`src/hdl/wilson_hex_record_parser_unit_assert.svh`:
```
// ----------------------------------------------------------------------------
// wilson hex record parser assertion macros
// shared concurrent assertion forms for the parser rtl
// ----------------------------------------------------------------------------
`ifndef WILSON_HEX_RECORD_PARSER_UNIT_ASSERT_SVH
`define WILSON_HEX_RECORD_PARSER_UNIT_ASSERT_SVH

// same-cycle implication
`define WHRP_ASSERT_NOW(label, clk, rst_n, ante, cons) \
  label: assert property (@(posedge clk) disable iff (!rst_n) (ante) |-> (cons)) \
    else $error("whrp assertion failed");

// next-cycle implication
`define WHRP_ASSERT_NEXT(label, clk, rst_n, ante, cons) \
  label: assert property (@(posedge clk) disable iff (!rst_n) (ante) |=> (cons)) \
    else $error("whrp assertion failed");

`endif

```
`src/hdl/whrp_pkg.sv`:
```
// ----------------------------------------------------------------------------
// whrp_pkg
// shared constants, codes and types of the wilson hex record parser
// ----------------------------------------------------------------------------
package whrp_pkg;

  localparam int unsigned ADDR_BYTES = 4;
  localparam int unsigned MAX_LINE   = 256;

  localparam logic [7:0] CHAR_HASH  = 8'h23;
  localparam logic [7:0] CHAR_QUOTE = 8'h27;
  localparam logic [7:0] CHAR_NL    = 8'h0A;
  localparam logic [7:0] DIRECT_LO  = 8'h40;
  localparam logic [7:0] DIRECT_HI  = 8'hE0;
  localparam logic [7:0] PREFIX_LO  = 8'h3A;
  localparam logic [7:0] PREFIX_HI  = 8'h3E;
  localparam logic [7:0] NIB_LO     = 8'h30;
  localparam logic [7:0] SUM_GOOD   = 8'hFF;

  typedef enum logic [1:0] {
    KIND_DATA    = 2'd0,
    KIND_REC_END = 2'd1,
    KIND_EOI     = 2'd2
  } kind_t;

  typedef enum logic [2:0] {
    ST_OK        = 3'd0,
    ST_ILLEGAL   = 3'd1,
    ST_BAD_LEN   = 3'd2,
    ST_CHECKSUM  = 3'd3,
    ST_NO_EOL    = 3'd4,
    ST_TOO_SHORT = 3'd5,
    ST_NO_DATA   = 3'd6
  } status_t;

  localparam int unsigned WARN_GARBAGE      = 0;
  localparam int unsigned WARN_TERM_NOT_END = 1;
  localparam int unsigned WARN_TERM_REDUND  = 2;
  localparam int unsigned WARN_EMPTY_DATA   = 3;
  localparam int unsigned WARN_TERM_DATA    = 4;
  localparam int unsigned WARN_NO_TERM      = 5;

  typedef struct packed {
    logic [7:0] char_in;
    logic       end_of_input;
  } whrp_item_t;

  typedef struct packed {
    logic       is_hash;
    logic       is_quote;
    logic       is_nl;
    logic       is_direct;
    logic [7:0] direct_byte;
    logic       is_prefix;
    logic [3:0] prefix_nib;
    logic       is_nib;
    logic [7:0] nib_byte;
  } whrp_dec_t;

endpackage

```
`src/hdl/whrp_if.sv`:
```
// ----------------------------------------------------------------------------
// whrp channel interfaces
// valid/ready channels for characters, results and configuration
// ----------------------------------------------------------------------------
interface whrp_in_if;
  logic       valid;
  logic       ready;
  logic [7:0] char_in;
  logic       end_of_input;

  modport source (output valid, output char_in, output end_of_input, input ready);
  modport sink   (input valid, input char_in, input end_of_input, output ready);
endinterface

interface whrp_out_if;
  logic        valid;
  logic        ready;
  logic [1:0]  kind;
  logic [31:0] address;
  logic [7:0]  data_byte;
  logic        record_type;
  logic [2:0]  status;
  logic [7:0]  sum_seen;
  logic [5:0]  warn_flags;

  modport source (output valid, output kind, output address, output data_byte,
                  output record_type, output status, output sum_seen,
                  output warn_flags, input ready);
  modport sink   (input valid, input kind, input address, input data_byte,
                  input record_type, input status, input sum_seen,
                  input warn_flags, output ready);
endinterface

interface whrp_cfg_if;
  logic valid;
  logic ready;
  logic check_enable;

  modport source (output valid, output check_enable, input ready);
  modport sink   (input valid, input check_enable, output ready);
endinterface

```
`src/hdl/whrp_char_decode.sv`:
```
// ----------------------------------------------------------------------------
// whrp_char_decode
// classifies one character and forms its decoded byte values
// ----------------------------------------------------------------------------
module whrp_char_decode
  import whrp_pkg::*;
(
  input  logic [7:0] char_in,
  input  logic [3:0] high_nibble,
  output whrp_dec_t  dec
);

  always_comb begin
    dec.is_hash     = (char_in == CHAR_HASH);
    dec.is_quote    = (char_in == CHAR_QUOTE);
    dec.is_nl       = (char_in == CHAR_NL);
    dec.is_direct   = (char_in >= DIRECT_LO);
    dec.direct_byte = (char_in >= DIRECT_HI) ? char_in : (char_in - DIRECT_LO);
    dec.is_prefix   = (char_in >= PREFIX_LO) && (char_in < PREFIX_HI);
    dec.prefix_nib  = 4'(char_in - NIB_LO);
    dec.is_nib      = (char_in >= NIB_LO) && (char_in < DIRECT_LO);
    dec.nib_byte    = {high_nibble, char_in[3:0]};
  end

endmodule

```
`src/hdl/whrp_core.sv`:
```
// ----------------------------------------------------------------------------
// whrp_core
// record state machine, byte handling and result register
// ----------------------------------------------------------------------------
`include "wilson_hex_record_parser_unit_assert.svh"

module whrp_core
  import whrp_pkg::*;
(
  input  logic          clk,
  input  logic          rst_n,
  input  logic          check_enable,
  input  logic          item_valid,
  input  whrp_item_t    item,
  output logic          item_taken,
  whrp_out_if.source    out_if
);

  typedef enum logic [4:0] {
    PH_IDLE = 5'b00001,
    PH_SKIP = 5'b00010,
    PH_BYTE = 5'b00100,
    PH_NIB  = 5'b01000,
    PH_EOL  = 5'b10000
  } phase_t;

  phase_t      phase_r, phase_nxt;
  logic [3:0]  high_nibble_r, high_nibble_nxt;
  logic [7:0]  byte_index_r, byte_index_nxt;
  logic [7:0]  line_len_r, line_len_nxt;
  logic [7:0]  running_sum_r, running_sum_nxt;
  logic [31:0] record_addr_r, record_addr_nxt;
  logic        is_term_r, is_term_nxt;
  logic        garbage_warned_r, garbage_warned_nxt;
  logic        garbage_pending_r, garbage_pending_nxt;
  logic        any_seen_r, any_seen_nxt;
  logic        term_seen_r, term_seen_nxt;
  logic        halted_r, halted_nxt;

  logic        out_valid_r;
  kind_t       out_kind_r;
  logic [31:0] out_address_r;
  logic [7:0]  out_data_r;
  logic        out_type_r;
  status_t     out_status_r;
  logic [7:0]  out_sum_r;
  logic [5:0]  out_warn_r;

  whrp_dec_t   dec;
  logic        out_free;
  logic        emit;
  logic        fail;
  kind_t       res_kind;
  logic [31:0] res_address;
  logic [7:0]  res_data;
  logic        res_type;
  status_t     res_status;
  logic [7:0]  res_sum;
  logic [5:0]  res_warn;
  logic        take;
  logic [7:0]  take_byte;
  logic [7:0]  sum_new;
  logic [7:0]  off;

  logic        out_is_data;
  logic        out_is_clean;
  logic        in_record_body;
  logic        out_is_bad_sum;

  whrp_char_decode u_dec (
    .char_in     (item.char_in),
    .high_nibble (high_nibble_r),
    .dec         (dec)
  );

  assign out_free   = !out_valid_r || out_if.ready;
  assign item_taken = item_valid && out_free;

  assign sum_new = running_sum_r + take_byte;
  assign off     = byte_index_r - 8'(ADDR_BYTES + 1);

  always_comb begin
    phase_nxt           = phase_r;
    high_nibble_nxt     = high_nibble_r;
    byte_index_nxt      = byte_index_r;
    line_len_nxt        = line_len_r;
    running_sum_nxt     = running_sum_r;
    record_addr_nxt     = record_addr_r;
    is_term_nxt         = is_term_r;
    garbage_warned_nxt  = garbage_warned_r;
    garbage_pending_nxt = garbage_pending_r;
    any_seen_nxt        = any_seen_r;
    term_seen_nxt       = term_seen_r;
    halted_nxt          = halted_r;
    emit                = 1'b0;
    fail                = 1'b0;
    res_kind            = KIND_REC_END;
    res_address         = record_addr_r;
    res_data            = '0;
    res_type            = is_term_r;
    res_status          = ST_OK;
    res_sum             = '0;
    res_warn            = '0;
    take                = 1'b0;
    take_byte           = dec.direct_byte;

    if (!halted_r) begin
      unique case (phase_r) inside
        PH_IDLE, PH_SKIP: begin
          if (item.end_of_input) begin
            if (!any_seen_r) begin
              fail       = 1'b1;
              res_kind   = KIND_EOI;
              res_status = ST_NO_DATA;
            end else begin
              emit                     = 1'b1;
              res_kind                 = KIND_EOI;
              res_address              = '0;
              res_type                 = 1'b0;
              res_warn[WARN_GARBAGE]   = garbage_pending_r;
              garbage_pending_nxt      = 1'b0;
              res_warn[WARN_NO_TERM]   = !term_seen_r;
              term_seen_nxt            = 1'b1;
              phase_nxt                = PH_IDLE;
            end
          end else if (phase_r == PH_SKIP) begin
            if (dec.is_nl) begin
              phase_nxt = PH_IDLE;
            end
          end else if (dec.is_hash || dec.is_quote) begin
            is_term_nxt     = dec.is_quote;
            running_sum_nxt = '0;
            byte_index_nxt  = '0;
            line_len_nxt    = '0;
            record_addr_nxt = '0;
            high_nibble_nxt = '0;
            phase_nxt       = PH_BYTE;
          end else if (!dec.is_nl) begin
            if (!garbage_warned_r) begin
              garbage_warned_nxt  = 1'b1;
              garbage_pending_nxt = 1'b1;
            end
            phase_nxt = PH_SKIP;
          end
        end
        PH_BYTE: begin
          if (item.end_of_input) begin
            fail       = 1'b1;
            res_status = ST_ILLEGAL;
          end else if (dec.is_direct) begin
            take = 1'b1;
          end else if (dec.is_prefix) begin
            high_nibble_nxt = dec.prefix_nib;
            phase_nxt       = PH_NIB;
          end else begin
            fail       = 1'b1;
            res_status = ST_ILLEGAL;
          end
        end
        PH_NIB: begin
          take_byte = dec.nib_byte;
          if (item.end_of_input || !dec.is_nib) begin
            fail       = 1'b1;
            res_status = ST_ILLEGAL;
          end else begin
            take = 1'b1;
          end
        end
        PH_EOL: begin
          if (item.end_of_input || !dec.is_nl) begin
            fail       = 1'b1;
            res_status = ST_NO_EOL;
          end else if ((line_len_r - 8'd1) < 8'(ADDR_BYTES)) begin
            fail       = 1'b1;
            res_status = ST_TOO_SHORT;
          end else begin
            emit                   = 1'b1;
            res_warn[WARN_GARBAGE] = garbage_pending_r;
            garbage_pending_nxt    = 1'b0;
            any_seen_nxt           = 1'b1;
            phase_nxt              = PH_IDLE;
            if (!is_term_r) begin
              if (term_seen_r) begin
                res_warn[WARN_TERM_NOT_END] = 1'b1;
                term_seen_nxt               = 1'b0;
              end
              res_warn[WARN_EMPTY_DATA] = (line_len_r == 8'(ADDR_BYTES + 1));
            end else begin
              res_warn[WARN_TERM_DATA]   = (line_len_r != 8'(ADDR_BYTES + 1));
              res_warn[WARN_TERM_REDUND] = term_seen_r;
              term_seen_nxt              = 1'b1;
            end
          end
        end
        default: begin
          phase_nxt = PH_IDLE;
        end
      endcase

      if (take) begin
        running_sum_nxt = sum_new;
        phase_nxt       = PH_BYTE;
        if (byte_index_r == '0) begin
          line_len_nxt = take_byte;
          if ((take_byte == '0) || ({1'b0, take_byte} > 9'(MAX_LINE))) begin
            fail       = 1'b1;
            res_status = ST_BAD_LEN;
          end else begin
            byte_index_nxt = 8'd1;
          end
        end else if (byte_index_r == line_len_r) begin
          if (check_enable && (sum_new != SUM_GOOD)) begin
            fail       = 1'b1;
            res_status = ST_CHECKSUM;
            res_sum    = sum_new;
          end else begin
            phase_nxt = PH_EOL;
          end
        end else begin
          byte_index_nxt = byte_index_r + 8'd1;
          if (byte_index_r <= 8'(ADDR_BYTES)) begin
            record_addr_nxt = {record_addr_r[23:0], take_byte};
          end else if (!is_term_r) begin
            emit        = 1'b1;
            res_kind    = KIND_DATA;
            res_address = record_addr_r + 32'(off);
            res_data    = take_byte;
            res_type    = 1'b0;
          end
        end
      end

      if (fail) begin
        emit                   = 1'b1;
        halted_nxt             = 1'b1;
        res_warn               = '0;
        res_warn[WARN_GARBAGE] = garbage_pending_r;
        garbage_pending_nxt    = 1'b0;
        if (res_kind == KIND_EOI) begin
          res_address = '0;
          res_type    = 1'b0;
        end
      end
    end
  end

  always_ff @(posedge clk) begin
    if (!rst_n) begin
      phase_r           <= PH_IDLE;
      high_nibble_r     <= '0;
      byte_index_r      <= '0;
      line_len_r        <= '0;
      running_sum_r     <= '0;
      record_addr_r     <= '0;
      is_term_r         <= 1'b0;
      garbage_warned_r  <= 1'b0;
      garbage_pending_r <= 1'b0;
      any_seen_r        <= 1'b0;
      term_seen_r       <= 1'b0;
      halted_r          <= 1'b0;
    end else if (item_taken) begin
      phase_r           <= phase_nxt;
      high_nibble_r     <= high_nibble_nxt;
      byte_index_r      <= byte_index_nxt;
      line_len_r        <= line_len_nxt;
      running_sum_r     <= running_sum_nxt;
      record_addr_r     <= record_addr_nxt;
      is_term_r         <= is_term_nxt;
      garbage_warned_r  <= garbage_warned_nxt;
      garbage_pending_r <= garbage_pending_nxt;
      any_seen_r        <= any_seen_nxt;
      term_seen_r       <= term_seen_nxt;
      halted_r          <= halted_nxt;
    end
  end

  always_ff @(posedge clk) begin
    if (!rst_n) begin
      out_valid_r <= 1'b0;
    end else if (item_taken && emit) begin
      out_valid_r <= 1'b1;
    end else if (out_if.ready) begin
      out_valid_r <= 1'b0;
    end
  end

  always_ff @(posedge clk) begin
    if (item_taken && emit) begin
      out_kind_r    <= res_kind;
      out_address_r <= res_address;
      out_data_r    <= res_data;
      out_type_r    <= res_type;
      out_status_r  <= res_status;
      out_sum_r     <= res_sum;
      out_warn_r    <= res_warn;
    end
  end

  assign out_if.valid       = out_valid_r;
  assign out_if.kind        = out_kind_r;
  assign out_if.address     = out_address_r;
  assign out_if.data_byte   = out_data_r;
  assign out_if.record_type = out_type_r;
  assign out_if.status      = out_status_r;
  assign out_if.sum_seen    = out_sum_r;
  assign out_if.warn_flags  = out_warn_r;

  assign out_is_data    = out_valid_r && (out_kind_r == KIND_DATA);
  assign out_is_clean   = (out_status_r == ST_OK) && (out_warn_r == '0);
  assign in_record_body = ((phase_r == PH_BYTE) || (phase_r == PH_NIB)) && (byte_index_r != '0);
  assign out_is_bad_sum = out_valid_r && (out_status_r == ST_CHECKSUM);

  // a fatal error holds until reset
  `WHRP_ASSERT_NEXT(a_halt_sticky, clk, rst_n, halted_r, halted_r)
  `WHRP_ASSERT_NOW(a_no_emit_halted, clk, rst_n, halted_r, !emit)
  `WHRP_ASSERT_NOW(a_data_clean, clk, rst_n, out_is_data, out_is_clean)
  `WHRP_ASSERT_NOW(a_index_bound, clk, rst_n, in_record_body, byte_index_r <= line_len_r)
  `WHRP_ASSERT_NOW(a_bad_sum, clk, rst_n, out_is_bad_sum, out_sum_r != SUM_GOOD)

endmodule

```
`src/hdl/wilson_hex_record_parser_unit.sv`:
```
// ----------------------------------------------------------------------------
// wilson_hex_record_parser_unit
// parses a stream of wilson hex characters into data bytes and record results
// ----------------------------------------------------------------------------
//  channel   dir  handshake     payload
//  in_if     in   valid/ready   char_in[7:0], end_of_input
//  out_if    out  valid/ready   kind, address, data_byte, record_type,
//                               status, sum_seen, warn_flags
//  cfg_if    in   valid/ready   check_enable
//
//  one character per cycle sustained while out_if.ready stays high
//  input register, combinational decode and record logic, result register
//  a stalled result holds while one more character waits in the input register
//  rst_n synchronous active low; check_enable resets to 1
//  after a fatal error characters are taken and dropped until reset
// ----------------------------------------------------------------------------
module wilson_hex_record_parser_unit
  import whrp_pkg::*;
(
  input  logic       clk,
  input  logic       rst_n,
  whrp_in_if.sink    in_if,
  whrp_out_if.source out_if,
  whrp_cfg_if.sink   cfg_if
);

  logic       s1_valid_r;
  whrp_item_t s1_item_r;
  logic       check_enable_r;
  logic       item_taken;

  assign in_if.ready  = !s1_valid_r || item_taken;
  assign cfg_if.ready = 1'b1;

  always_ff @(posedge clk) begin
    if (!rst_n) begin
      s1_valid_r <= 1'b0;
    end else if (in_if.valid && in_if.ready) begin
      s1_valid_r <= 1'b1;
    end else if (item_taken) begin
      s1_valid_r <= 1'b0;
    end
  end

  always_ff @(posedge clk) begin
    if (in_if.valid && in_if.ready) begin
      s1_item_r.char_in      <= in_if.char_in;
      s1_item_r.end_of_input <= in_if.end_of_input;
    end
  end

  always_ff @(posedge clk) begin
    if (!rst_n) begin
      check_enable_r <= 1'b1;
    end else if (cfg_if.valid && cfg_if.ready) begin
      check_enable_r <= cfg_if.check_enable;
    end
  end

  whrp_core u_core (
    .clk          (clk),
    .rst_n        (rst_n),
    .check_enable (check_enable_r),
    .item_valid   (s1_valid_r),
    .item         (s1_item_r),
    .item_taken   (item_taken),
    .out_if       (out_if)
  );

endmodule

```
`src/flat_wrapper.sv`:
```
// flat-port wrapper written by rule: the top's interface ports become plain ports
module wilson_hex_record_parser_unit_flat import whrp_pkg::*;
  (clk, rst_n, in_if_valid, in_if_char_in, in_if_end_of_input, in_if_ready, out_if_valid, out_if_kind, out_if_address, out_if_data_byte, out_if_record_type, out_if_status, out_if_sum_seen, out_if_warn_flags, out_if_ready, cfg_if_valid, cfg_if_check_enable, cfg_if_ready);
  whrp_in_if in_if_i ();
  whrp_out_if out_if_i ();
  whrp_cfg_if cfg_if_i ();
  input  logic clk;
  input  logic rst_n;
  input wire logic [$bits(in_if_i.valid)-1:0] in_if_valid;
  input wire logic [$bits(in_if_i.char_in)-1:0] in_if_char_in;
  input wire logic [$bits(in_if_i.end_of_input)-1:0] in_if_end_of_input;
  output wire logic [$bits(in_if_i.ready)-1:0] in_if_ready;
  output wire logic [$bits(out_if_i.valid)-1:0] out_if_valid;
  output wire logic [$bits(out_if_i.kind)-1:0] out_if_kind;
  output wire logic [$bits(out_if_i.address)-1:0] out_if_address;
  output wire logic [$bits(out_if_i.data_byte)-1:0] out_if_data_byte;
  output wire logic [$bits(out_if_i.record_type)-1:0] out_if_record_type;
  output wire logic [$bits(out_if_i.status)-1:0] out_if_status;
  output wire logic [$bits(out_if_i.sum_seen)-1:0] out_if_sum_seen;
  output wire logic [$bits(out_if_i.warn_flags)-1:0] out_if_warn_flags;
  input wire logic [$bits(out_if_i.ready)-1:0] out_if_ready;
  input wire logic [$bits(cfg_if_i.valid)-1:0] cfg_if_valid;
  input wire logic [$bits(cfg_if_i.check_enable)-1:0] cfg_if_check_enable;
  output wire logic [$bits(cfg_if_i.ready)-1:0] cfg_if_ready;
  assign in_if_i.valid = in_if_valid;
  assign in_if_i.char_in = in_if_char_in;
  assign in_if_i.end_of_input = in_if_end_of_input;
  assign in_if_ready = in_if_i.ready;
  assign out_if_valid = out_if_i.valid;
  assign out_if_kind = out_if_i.kind;
  assign out_if_address = out_if_i.address;
  assign out_if_data_byte = out_if_i.data_byte;
  assign out_if_record_type = out_if_i.record_type;
  assign out_if_status = out_if_i.status;
  assign out_if_sum_seen = out_if_i.sum_seen;
  assign out_if_warn_flags = out_if_i.warn_flags;
  assign out_if_i.ready = out_if_ready;
  assign cfg_if_i.valid = cfg_if_valid;
  assign cfg_if_i.check_enable = cfg_if_check_enable;
  assign cfg_if_ready = cfg_if_i.ready;
  wilson_hex_record_parser_unit u_core (.clk(clk), .rst_n(rst_n), .in_if(in_if_i), .out_if(out_if_i), .cfg_if(cfg_if_i));
endmodule
```
`config.mk`:
```
export PLATFORM = sky130hd
export DESIGN_NAME = wilson_hex_record_parser_unit_flat
export DESIGN_NICKNAME = d
export VERILOG_FILES = /design/src/hdl/whrp_pkg.sv /design/src/hdl/whrp_if.sv /design/src/hdl/whrp_char_decode.sv /design/src/hdl/whrp_core.sv /design/src/hdl/wilson_hex_record_parser_unit.sv /design/src/flat_wrapper.sv
export VERILOG_INCLUDE_DIRS = /design/src /design/src/hdl
export SDC_FILE = /design/constraint.sdc
export NUM_CORES = 1
export LEC_CHECK = 0
export ABC_AREA = 0
export ABC_CLOCK_PERIOD_IN_PS = 9700
export BUFFER_PORTS_ARGS = -buffer_cell sky130_fd_sc_hd__buf_4
export CAP_MARGIN = 20
export CORE_MARGIN = 4
export CORE_UTILIZATION = 45
export CTS_CLUSTER_DIAMETER = 80
export DETAILED_ROUTE_END_ITERATION = 10
export SETUP_SLACK_MARGIN = 0.4
export SYNTH_ARGS = -nofsm -noshare
export SYNTH_HDL_FRONTEND = slang
export SYNTH_SLANG_ARGS = --single-unit
```
`constraint.sdc`:
```
create_clock -name clk -period 9.7 [get_ports clk]
set_clock_uncertainty 0.15 [all_clocks]
set_input_delay 1.455 -clock clk [delete_from_list [all_inputs] [get_ports clk]]
set_output_delay 1.455 -clock clk [all_outputs]
set_load 0.01 [all_outputs]
```
# Word-level counts from Yosys, hierarchy flattened
# Cells that the tools add are included.
[word_totals] elab_cells=298 input_bits=15 output_inout_bits=63 regBits=143
[classes] addsub=7 eq_ne=41 n_reduce_logical=41 order_cmp=9 bitwise_logic=14 muxes=159
[op_table] op="2-to-1 mux 32 bit" count=19
[op_table] op="2-to-1 mux 8 bit" count=23
[op_table] op="2-to-1 mux 5 bit" count=15
[op_table] op="2-to-1 mux 1 bit" count=70
[op_table] op="adder 32 x 8 -> 32 bit" count=1
[op_table] op="2-to-1 mux 3 bit" count=9
[op_table] op="2-to-1 mux 4 bit" count=6
[op_table] op="!= test 2 bit, second input constant" count=10
[op_table] op="one-hot mux 5 bit (4 select lines)" count=1
[op_table] op="!= test 3 x 2 -> 1 bit, second input constant" count=6
[op_table] op="OR reduction 6 bit" count=3
[op_table] op="== test 8 x 6 -> 1 bit, second input constant" count=2
[op_table] op="greater-or-equal comparator 8 x 6 -> 1 bit, second input constant" count=2
[op_table] op="logical NOT 8 bit" count=2
[op_table] op="2-to-1 mux 2 bit" count=8
[op_table] op="!= test 4 x 3 -> 1 bit, second input constant" count=4
[op_table] op="inverter 1 bit" count=14
[op_table] op="AND reduction 7 bit" count=2
[op_table] op="one-hot mux 3 bit (4 select lines)" count=1
[op_table] op="AND reduction 6 bit" count=2
[op_table] op="nonzero test 2 bit" count=6
[op_table] op="AND reduction 11 bit" count=1
[op_table] op="one-hot mux 1 bit (2 select lines)" count=5
[op_table] op="AND reduction 10 bit" count=1
[op_table] op="40 further kinds" count=58

# Logic depth before layout (Yosys ltp)
# Gate-level depths: netlist of run 1.
[logic_depth] ltp_word=17 depth_mapped=15 ltp_nobuf=14

# Cells and area by module
# From an unflattened synthesis of run 1, not the netlist that was laid out.
[unflattened] hier_cells=867 area_unflattened_um2=7998.9
[by_module_without_submodules] mod="whrp_core" cells_per_inst=812 area_each_um2=7353.3 n_inst=1
[by_module_without_submodules] mod="wilson_hex_record_parser_unit" cells_per_inst=19 area_each_um2=372.9 n_inst=1
[by_module_without_submodules] mod="whrp_char_decode" cells_per_inst=36 area_each_um2=272.8 n_inst=1

# Worst setup path before layout of run 1
# No wires, ideal clock.
[synth_timing] kind="reg2reg" start="reg u_core.u_core.phase_r[0]" end="reg u_core.u_core.out_address_r[0] (netlist: u_core.u_core.out_if.address[0]), enable pin" setup_slack_ns=2.832 setup_time_ns=0.514 n_path_buf=1 arrival_ns=6.204 stages_incl_launch_ff=14 cell_sequence="dfxtp_1 > clkbuf_1 > nor3_1 > nand2_1 > mux2i_1 > mux2i_1 > ha_1 > and3_1 > a211o_1 > a311oi_1 > or3_1 > o211ai_1 > and3_1 > a31oi_1"
[synth_between] elab_chain_cells=15
[synth_rtl] element="from (decl)" line="whrp_core.sv:27" rtl="phase_t phase_r, phase_nxt;"
[synth_rtl] element="from (signal assigned)" line="whrp_core.sv:262" rtl="phase_r <= phase_nxt;"
[synth_rtl] element="== test 5 x 4 -> 1 bit"
[synth_rtl] element="2-to-1 mux 8 bit" line="whrp_core.sv:108" rtl="unique case (phase_r) inside"
[synth_rtl] element="2-to-1 mux 8 bit (2 in a row)" line="whrp_core.sv:107" rtl="if (!halted_r) begin"
[synth_rtl] element="adder 8 bit" line="whrp_core.sv:79" rtl="assign sum_new = running_sum_r + take_byte;"
[synth_rtl] element="!= test 8 bit" line="whrp_core.sv:212" rtl="if (check_enable && (sum_new != SUM_GOOD)) begin"
[synth_rtl] element="logical AND 1 bit" line="whrp_core.sv:212"
[synth_rtl] element="2-to-1 mux 1 bit" line="whrp_core.sv:212"
[synth_rtl] element="2-to-1 mux 1 bit" line="whrp_core.sv:211" rtl="end else if (byte_index_r == line_len_r) begin"
[synth_rtl] element="2-to-1 mux 1 bit" line="whrp_core.sv:203" rtl="if (byte_index_r == '0) begin"
[synth_rtl] element="2-to-1 mux 1 bit" line="whrp_core.sv:200" rtl="if (take) begin"
[synth_rtl] element="2-to-1 mux 1 bit" line="whrp_core.sv:107"
[synth_rtl] element="2-to-1 mux 1 bit *" line="whrp_core.sv:233" rtl="if (fail) begin"
[synth_rtl] element="2-to-1 mux 1 bit *" line="whrp_core.sv:107"
[synth_rtl] element="logical AND 1 bit *" line="whrp_core.sv:288" rtl="if (item_taken && emit) begin"
[synth_rtl] element="to (signal assigned)" line="whrp_core.sv:290" rtl="out_address_r <= res_address;"
[synth_rtl] element="to (decl)" line="whrp_core.sv:42" rtl="logic [31:0] out_address_r;"
# Every way passes the cells marked *; elsewhere a longest branch is shown, timed or not. The select of a mux whose other input is x is not followed.
# A chain may end at the register's enable or synchronous reset.

# Worst setup path after layout of run 1
[layout_timing] start="reg u_core.u_core.phase_r[0]" end="reg u_core.u_core.out_address_r[3] (netlist: u_core.u_core.out_if.address[3]), enable pin"
# Same word-level chain as after synthesis.

==> run metrics, run 1 <==
Net Count, Synth between 800 and 900; number of diodes 0; Area Overhead vs Synth 18.1%; vias in the first global route about 6600; Post-CTS Hold Fix Bufs 0; syn_area_per_cell 9.06 sq um; post-route ant nets 0; Setup Buffers After CTS 0; Worst path max stage delay 0.62 ns; Clock power frac 48.7%; Hold Path Sink u_core.u_core.garbage_warned_r$_SDFFE_PN0P_; power share of the combinational group 6.5%; Hold Path Depth 2; post-route minimum period 5.60 ns; antenna violations before repair 0; R2R Path Start u_core.u_core.phase_r[0]$_SDFFE_PN1P_; R2R cell count 13; number of vias per cell 6.09; top_reg_cell synth dfxtp_1; grt ovf 0; DRT iter0 DRCs between 700 and 800; Worst Path Buf+Inv 1; clk root buf clkbuf_16; total of max-cap violations 0; gpl congestion 0.944; asr flop ratio synth 0%; critical path's top delay family simple AND/OR/NAND/NOR gates; proportion of layout cells with a drive suffix above 1 14.2%; initial core utilization between 40% and 50%; Critical Path Sink Type register; setup violators final 0; largest net degree at the start of global routing 61; Die Y 138 microns; Post-Route WL roughly 22000 microns; port bufs 76; top-count cell post-synth nor2_1; sequential share of power 44.8%; CP Cell Sequence nor3_1 > nand2_1 > mux2i_1 > mux2i_1 > ha_1 > and3_1 > a211o_1 > a311oi_1 > or3_1 > o211ai_1 > and3_1 > a31oi_4 > buf_4; Max FO, Critical Path 41; slew margin rel. 34.6%; CP Data Arrival Time ~5.5 ns; Filler Cell Count around 1500; most frequent cells after synthesis 95 x nor2_1, 78 x nand2_1, 74 x dfxtp_1, 71 x a21oi_1, 69 x edfxtp_1; hpwl dp 15200 microns; FP Rows 47; WP data required 9.61 ns; die width 138 microns; Min-Delay Path Class reg -> reg; Post-Synthesis Cells roughly 850; status completed; post-layout utilization of the core a little over half; setup_tns 0 ns; startpoint types register; register area share after synthesis a little under half; crit share post-route a little under 60%; worst-margin pin slew a little under 1 ns; Synth area leader edfxtp_1; core area 16600 sq um; Clock Sink Count 143; Total GRT Usage between 20% and 30%; average wire per standard cell approximately 19 microns; Worst-path clk slew 0.06 ns; area of the die 19200 sq um; Critical path origin u_core.u_core.phase_r[0]$_SDFFE_PN1P_; CP max stage cell a31oi_4; Peak VDD IR 0.000108 V; PostCTS Resize Cnt 0; synthesis-stage register bit count 143; FF/Latch Area around 3600 sq um; Pint 1130 uW; Vias roughly 7000; startpoint of the worst hold path u_core.u_core.garbage_warned_r$_SDFFE_PN0P_; drt pass-1 iters 6; Sw Ratio between 20 and 25%; top achievable clock speed 179 MHz; Leak Pwr 0.00340 uW; Yosys warning count 0; CTS H-tree depth 4; Clk Latency, worst-skew pair 0.43 ns; final hold vios 0; Num CTS Buffers 17; Yosys cell types 74; Pwr Density 162 nW/um^2; CTS tree built; IO Count 78; layout net count 937; RSZ-0062 raised after global routing no; Slew Limit Fails 0; top cell type's share of synthesized area between 20% and 30%; post-route DRC violation count 0; multi-input logic area 3830 sq um; net switching power roughly 330 uW; Crit Path Class reg -> reg; first-pass GRT wire length about 35000 microns; reg2reg end u_core.u_core.out_if.address[3]$_DFFE_PP_; Mapped Area 7650 sq um; clock buffer depth 2; Post-synth EDFFs 69; Synth area leaders edfxtp_1 27%, dfxtp_1 19%, nor2_1 4.7%; Reg2Reg Setup Slack about 4 ns
==> how the worst max path moves through the flow <==
stage,endpoint,slack [ns],cells past startpoint
global route,u_core.u_core.out_if.address[7]$_DFFE_PP_,3.74,13
finish,u_core.u_core.out_if.address[3]$_DFFE_PP_,4.10,13
CTS,u_core.u_core.out_if.address[3]$_DFFE_PP_,4.16,13
floorplan,u_core.u_core.out_if.address[0]$_DFFE_PP_,2.83,13
global placement,u_core.u_core.out_if.address[3]$_DFFE_PP_,4.59,13
detailed placement,u_core.u_core.out_if.address[3]$_DFFE_PP_,4.26,13
==> final cells by class <==
cell class / instances / area share, %
multi-input combinational: 631 / 42.3
sequential: 143 / 39.3
timing repair buffer: 83 / 7.20
clock buffer: 19 / 5.13
tap: 220 / 3.04
clock inverter: 13 / 2.02
inverter: 24 / 0.996
==> tightest hold or removal path, stage by stage (launching register included) <==
cell and delay [ns]:
dfxtp_1 0.33, nor2_1 0.05, nor2_1 0.07
==> metal layers <==
layer	wire (microns)	vias to the layer above	share of wire (%)	global-route usage, %
met3	1420	43	6.5	4.18
li1	-	3233	-	-
met1	9120	3313	42	28.6
met5	0	-	0	0
met4	460	0	2.1	8.48
met2	10700	315	49	37.4
==> cell usage in the layout, fill, tap and decap left out, types with 10 or more instances in the layout <==
cell,netlist,routed
nor2_1,95,95
buf_4,3,81
nand2_1,78,78
dfxtp_1,74,74
a21oi_1,71,71
edfxtp_1,69,69
o21ai_0,58,58
nand3_1,44,44
inv_1,23,23
a31oi_1,22,21
ha_1,20,20
nor3_1,19,19
and3_1,18,18
clkbuf_16,0,18
xor2_1,17,17
nand2b_1,12,12
o31ai_1,12,12
a22o_1,12,12
mux2i_1,11,11
nor4_1,10,10
==> cell families (layout without fill, tap and decap cells) <==
family | count (synthesis) | count (layout) | share of synthesized area [%]
AND/OR/NAND/NOR | 337 | 337 | 22.2
multiplexers | 12 | 12 | 1.59
AO/OA/AOI/OAI | 233 | 233 | 19.2
flip-flops | 143 | 143 | 46.4
buffers and inverters | 71 | 139 | 3.78
other | 1 | 1 | 0.0490
XOR/XNOR | 26 | 26 | 2.98
adder cells (fa/ha/maj) | 22 | 22 | 3.79
==> sequential cells by signal (all words and copies together) (netlist names), 2 cells and up <==
register and cells:
u_core.u_core.out_if.data_byte 8, u_core.u_core.record_addr_r 32, u_core.u_core.high_nibble_r 4, u_core.u_core.out_if.kind 2, u_core.u_core.out_if.sum_seen 8, u_core.u_core.out_if.address 32
u_core.u_core.out_if.warn_flags 6, u_core.u_core.running_sum_r 8, u_core.u_core.phase_r 5, u_core.u_core.out_if.status 3, u_core.s1_item_r 9, u_core.u_core.byte_index_r 8
u_core.u_core.line_len_r 8
==> power groups by stage <==
stage	logic, uW	registers (uW)	clock network [uW]
6_report	95.5	655	713
5_1_grt	103	657	750
4_1_cts	94.7	655	722
3_5_place_dp	94.4	668	0
3_3_place_gp	91.6	668	0
2_1_floorplan	54.4	670	0
==> per-stage QoR <==
stage	instances	worst slack [ns]	power [uW]	instance area, sq um	hold slack [ns]
after detailed placement	1099	4.26	763	8350	0.325
after global routing	1133	3.74	1510	9040	0.361
after floorplan	845	2.83	724	7650	0.290
after global placement	1099	4.59	759	8350	0.317
after CTS	1131	4.16	1470	9000	0.339
final	1133	4.10	1460	9040	0.334
Power figures use the tool's default switching activity.
==> run 2: changes to the inputs <==
--- a/config.mk
+++ b/config.mk
@@ -7,13 +7,14 @@
 export NUM_CORES = 1
 export LEC_CHECK = 0
 export ABC_AREA = 0
-export ABC_CLOCK_PERIOD_IN_PS = 9700
+export ABC_CLOCK_PERIOD_IN_PS = 4600
 export BUFFER_PORTS_ARGS = -buffer_cell sky130_fd_sc_hd__buf_4
 export CAP_MARGIN = 20
 export CORE_MARGIN = 4
 export CORE_UTILIZATION = 45
 export CTS_CLUSTER_DIAMETER = 80
 export DETAILED_ROUTE_END_ITERATION = 10
+export PLACE_DENSITY = 0.66
 export SETUP_SLACK_MARGIN = 0.4
 export SYNTH_ARGS = -nofsm -noshare
 export SYNTH_HDL_FRONTEND = slang
==> constraint.sdc (replaced) <==
create_clock -name clk -period 4.6 [get_ports clk]
set_clock_uncertainty 0.15 [all_clocks]
set_input_delay 0.69 -clock clk [delete_from_list [all_inputs] [get_ports clk]]
set_output_delay 0.69 -clock clk [all_outputs]
set_load 0.01 [all_outputs]
==> run 2 against run 1 <==
Register-to-register slack got worse by 3.5 ns; hold slack worse by 0.052 ns; flip-flop and latch count unchanged; global-route usage decreased by 0.97 points; routed wire length down 5.2%; worst setup slack lost 3.5 ns; first-iteration DRC count is 2.5% higher; clock power up 110%; power is 110% higher.
==> run metrics, run 2 (same netlist as run 1, synthesis figures left out) <==
Die Y 138 microns (unchanged); DRT iter0 DRCs 729 (+2.5%); Peak VDD IR 0.000247 V (+130%); worst-margin pin slew 0.948 ns (-0.0328 ns); post-route DRC violation count 0 (unchanged); FP Rows 47 (unchanged); post-route ant nets 0 (unchanged); leading cell type in the layout, fill and taps excluded nor2_1; grt ovf 0 (unchanged); Crit Path Class reg -> reg; fin area 9180 sq um (+1.5%); vias in the first global route 6140 (-7.0%); die width 138 microns (unchanged); antenna violations before repair 0 (unchanged); layout net count 949 (+1.3%); number of diodes 0 (unchanged); WP data required 4.59 ns (-5.02 ns); hpwl dp 14400 microns (-5.8%); initial core utilization 46.0% (unchanged); Min-Delay Path Class in -> reg; Max FO, Critical Path 60 (+46%); Critical Path Sink Type register; startpoint types register; Area Overhead vs Synth 19.9%; IO Count 78 (unchanged); number of vias per cell 5.83 (-4.3%); area of the die 19200 sq um (unchanged); Clock Sink Count 143 (unchanged); Area after DPL 8490 sq um (+1.6%); first-pass GRT wire length 33200 microns (-4.0%); CTS tree built; Clk Latency, worst-skew pair 0.43 ns (about the same); Leak Pwr 0.00345 uW (+1.5%); Num CTS Buffers 17 (unchanged); core area 16600 sq um (unchanged); CTS H-tree depth 4 (unchanged); Pwr Density 335 nW/um^2 (+110%); Post-Route WL 20600 microns (-5.2%); setup violators final 0 (unchanged); total of max-cap violations 0 (unchanged); slew margin rel. 36.8% (+2.2 points); clk root buf clkbuf_16; CP Data Arrival Time 3.99 ns (-1.52 ns); drt pass-1 iters 5 (-1); post-route minimum period 4.00 ns (-1.60 ns); setup_tns 0 ns (unchanged); largest net degree at the start of global routing 61 (unchanged); most frequent cells in the layout 95 x nor2_1, 94 x buf_4, 77 x nand2_1; Total GRT Usage 21.3% (-0.97 points); top achievable clock speed 250 MHz (+40%); cell total after placement 1110 (+1.0%); Slew Limit Fails 0 (unchanged); RSZ-0062 raised after global routing no; crit share post-route 86.8% (+29 points); clock buffer depth 2 (unchanged); count of non-filler cells in the finished layout 1145 (+1.1%); Worst-path clk slew 0.07 ns (about the same); gpl congestion 0.899 (-4.7%); port bufs 76 (unchanged); status completed; final hold vios 0 (unchanged); Vias 6678 (-3.3%); Post-CTS Hold Fix Bufs 0 (unchanged); average wire per standard cell 18.0 microns (-6.2%); proportion of layout cells with a drive suffix above 1 16.5% (+2.3 points)
==> run 2: final cells by class <==
type	count	area, sq um
timing repair buffer	95	726
clock inverter	15	206
sequential	143	3550
inverter	24	90.1
clock buffer	17	425
tap	220	275
multi-input combinational	631	3900
fill	1489	7460
==> run 2: worst max-delay path: stages (launching register included) <==
cell and delay (ns):
dfxtp_1 0.39, nor3_4 0.28, nand2_4 0.17, mux2i_4 0.25, mux2i_1 0.11, ha_1 0.35
o21a_1 0.12, o31a_1 0.15, nor4_2 0.21, a311oi_2 0.10, or3_1 0.43, o211ai_1 0.34
and3_4 0.29, a31oi_4 0.09, buf_12 0.22
==> run 2: stage by stage <==
| stage | setup WS (ns) | total power (uW) | hold WS [ns] | utilization, % |
|---|---|---|---|---|
| detailed placement | 0.312 | 1610 | 0.326 | 51.0 |
| global placement | 0.444 | 1610 | 0.314 | 51.0 |
| floorplan | 0.341 | 1530 | 0.290 | - |
| CTS | 0.425 | 3090 | 0.265 | 54.8 |
| global route | 0.415 | 3180 | 0.271 | 55.2 |
| finish | 0.605 | 3070 | 0.282 | 55.2 |
==> run 2: power by group <==
group / leakage (uW) / switching, uW / internal [uW]
registers: 0.00122 / 17.8 / 1360
logic: 0.00193 / 132 / 81.1
clock network: 0.000305 / 569 / 915
==> run 2: layer usage <==
layer | part of all wire [%] | global-route usage (%) | up-vias
li1 | - | - | 3246
met1 | 44 | 29.6 | 3146
met2 | 47 | 33.2 | 245
met3 | 6.8 | 4.45 | 41
met4 | 2.4 | 7.18 | 0
met5 | 0 | 0 | -
==> run 2: path summary, 6_finish.rpt <==
path                                                                   from                                              to  slack, ns  cells after the start
worst min-delay path                                     in_if_end_of_input                   u_core.s1_item_r[0]$_DFFE_PP_       0.28                      1
worst min register to register  u_core.u_core.garbage_warned_r$_SDFFE_PN0P_     u_core.u_core.garbage_warned_r$_SDFFE_PN0P_       0.33                      2
worst max-delay path                  u_core.u_core.phase_r[4]$_SDFFE_PN0P_  u_core.u_core.out_if.sum_seen[5]$_SDFFCE_PP0P_       0.60                     14
worst max register to register        u_core.u_core.phase_r[4]$_SDFFE_PN0P_  u_core.u_core.out_if.sum_seen[5]$_SDFFCE_PP0P_       0.60                     14
==> run 2: what timing repair did <==
item,CTS,global route
setup endpoints to repair,60,60
pin swaps,0,3
buffers inserted,0,3
gates resized for setup,1,8
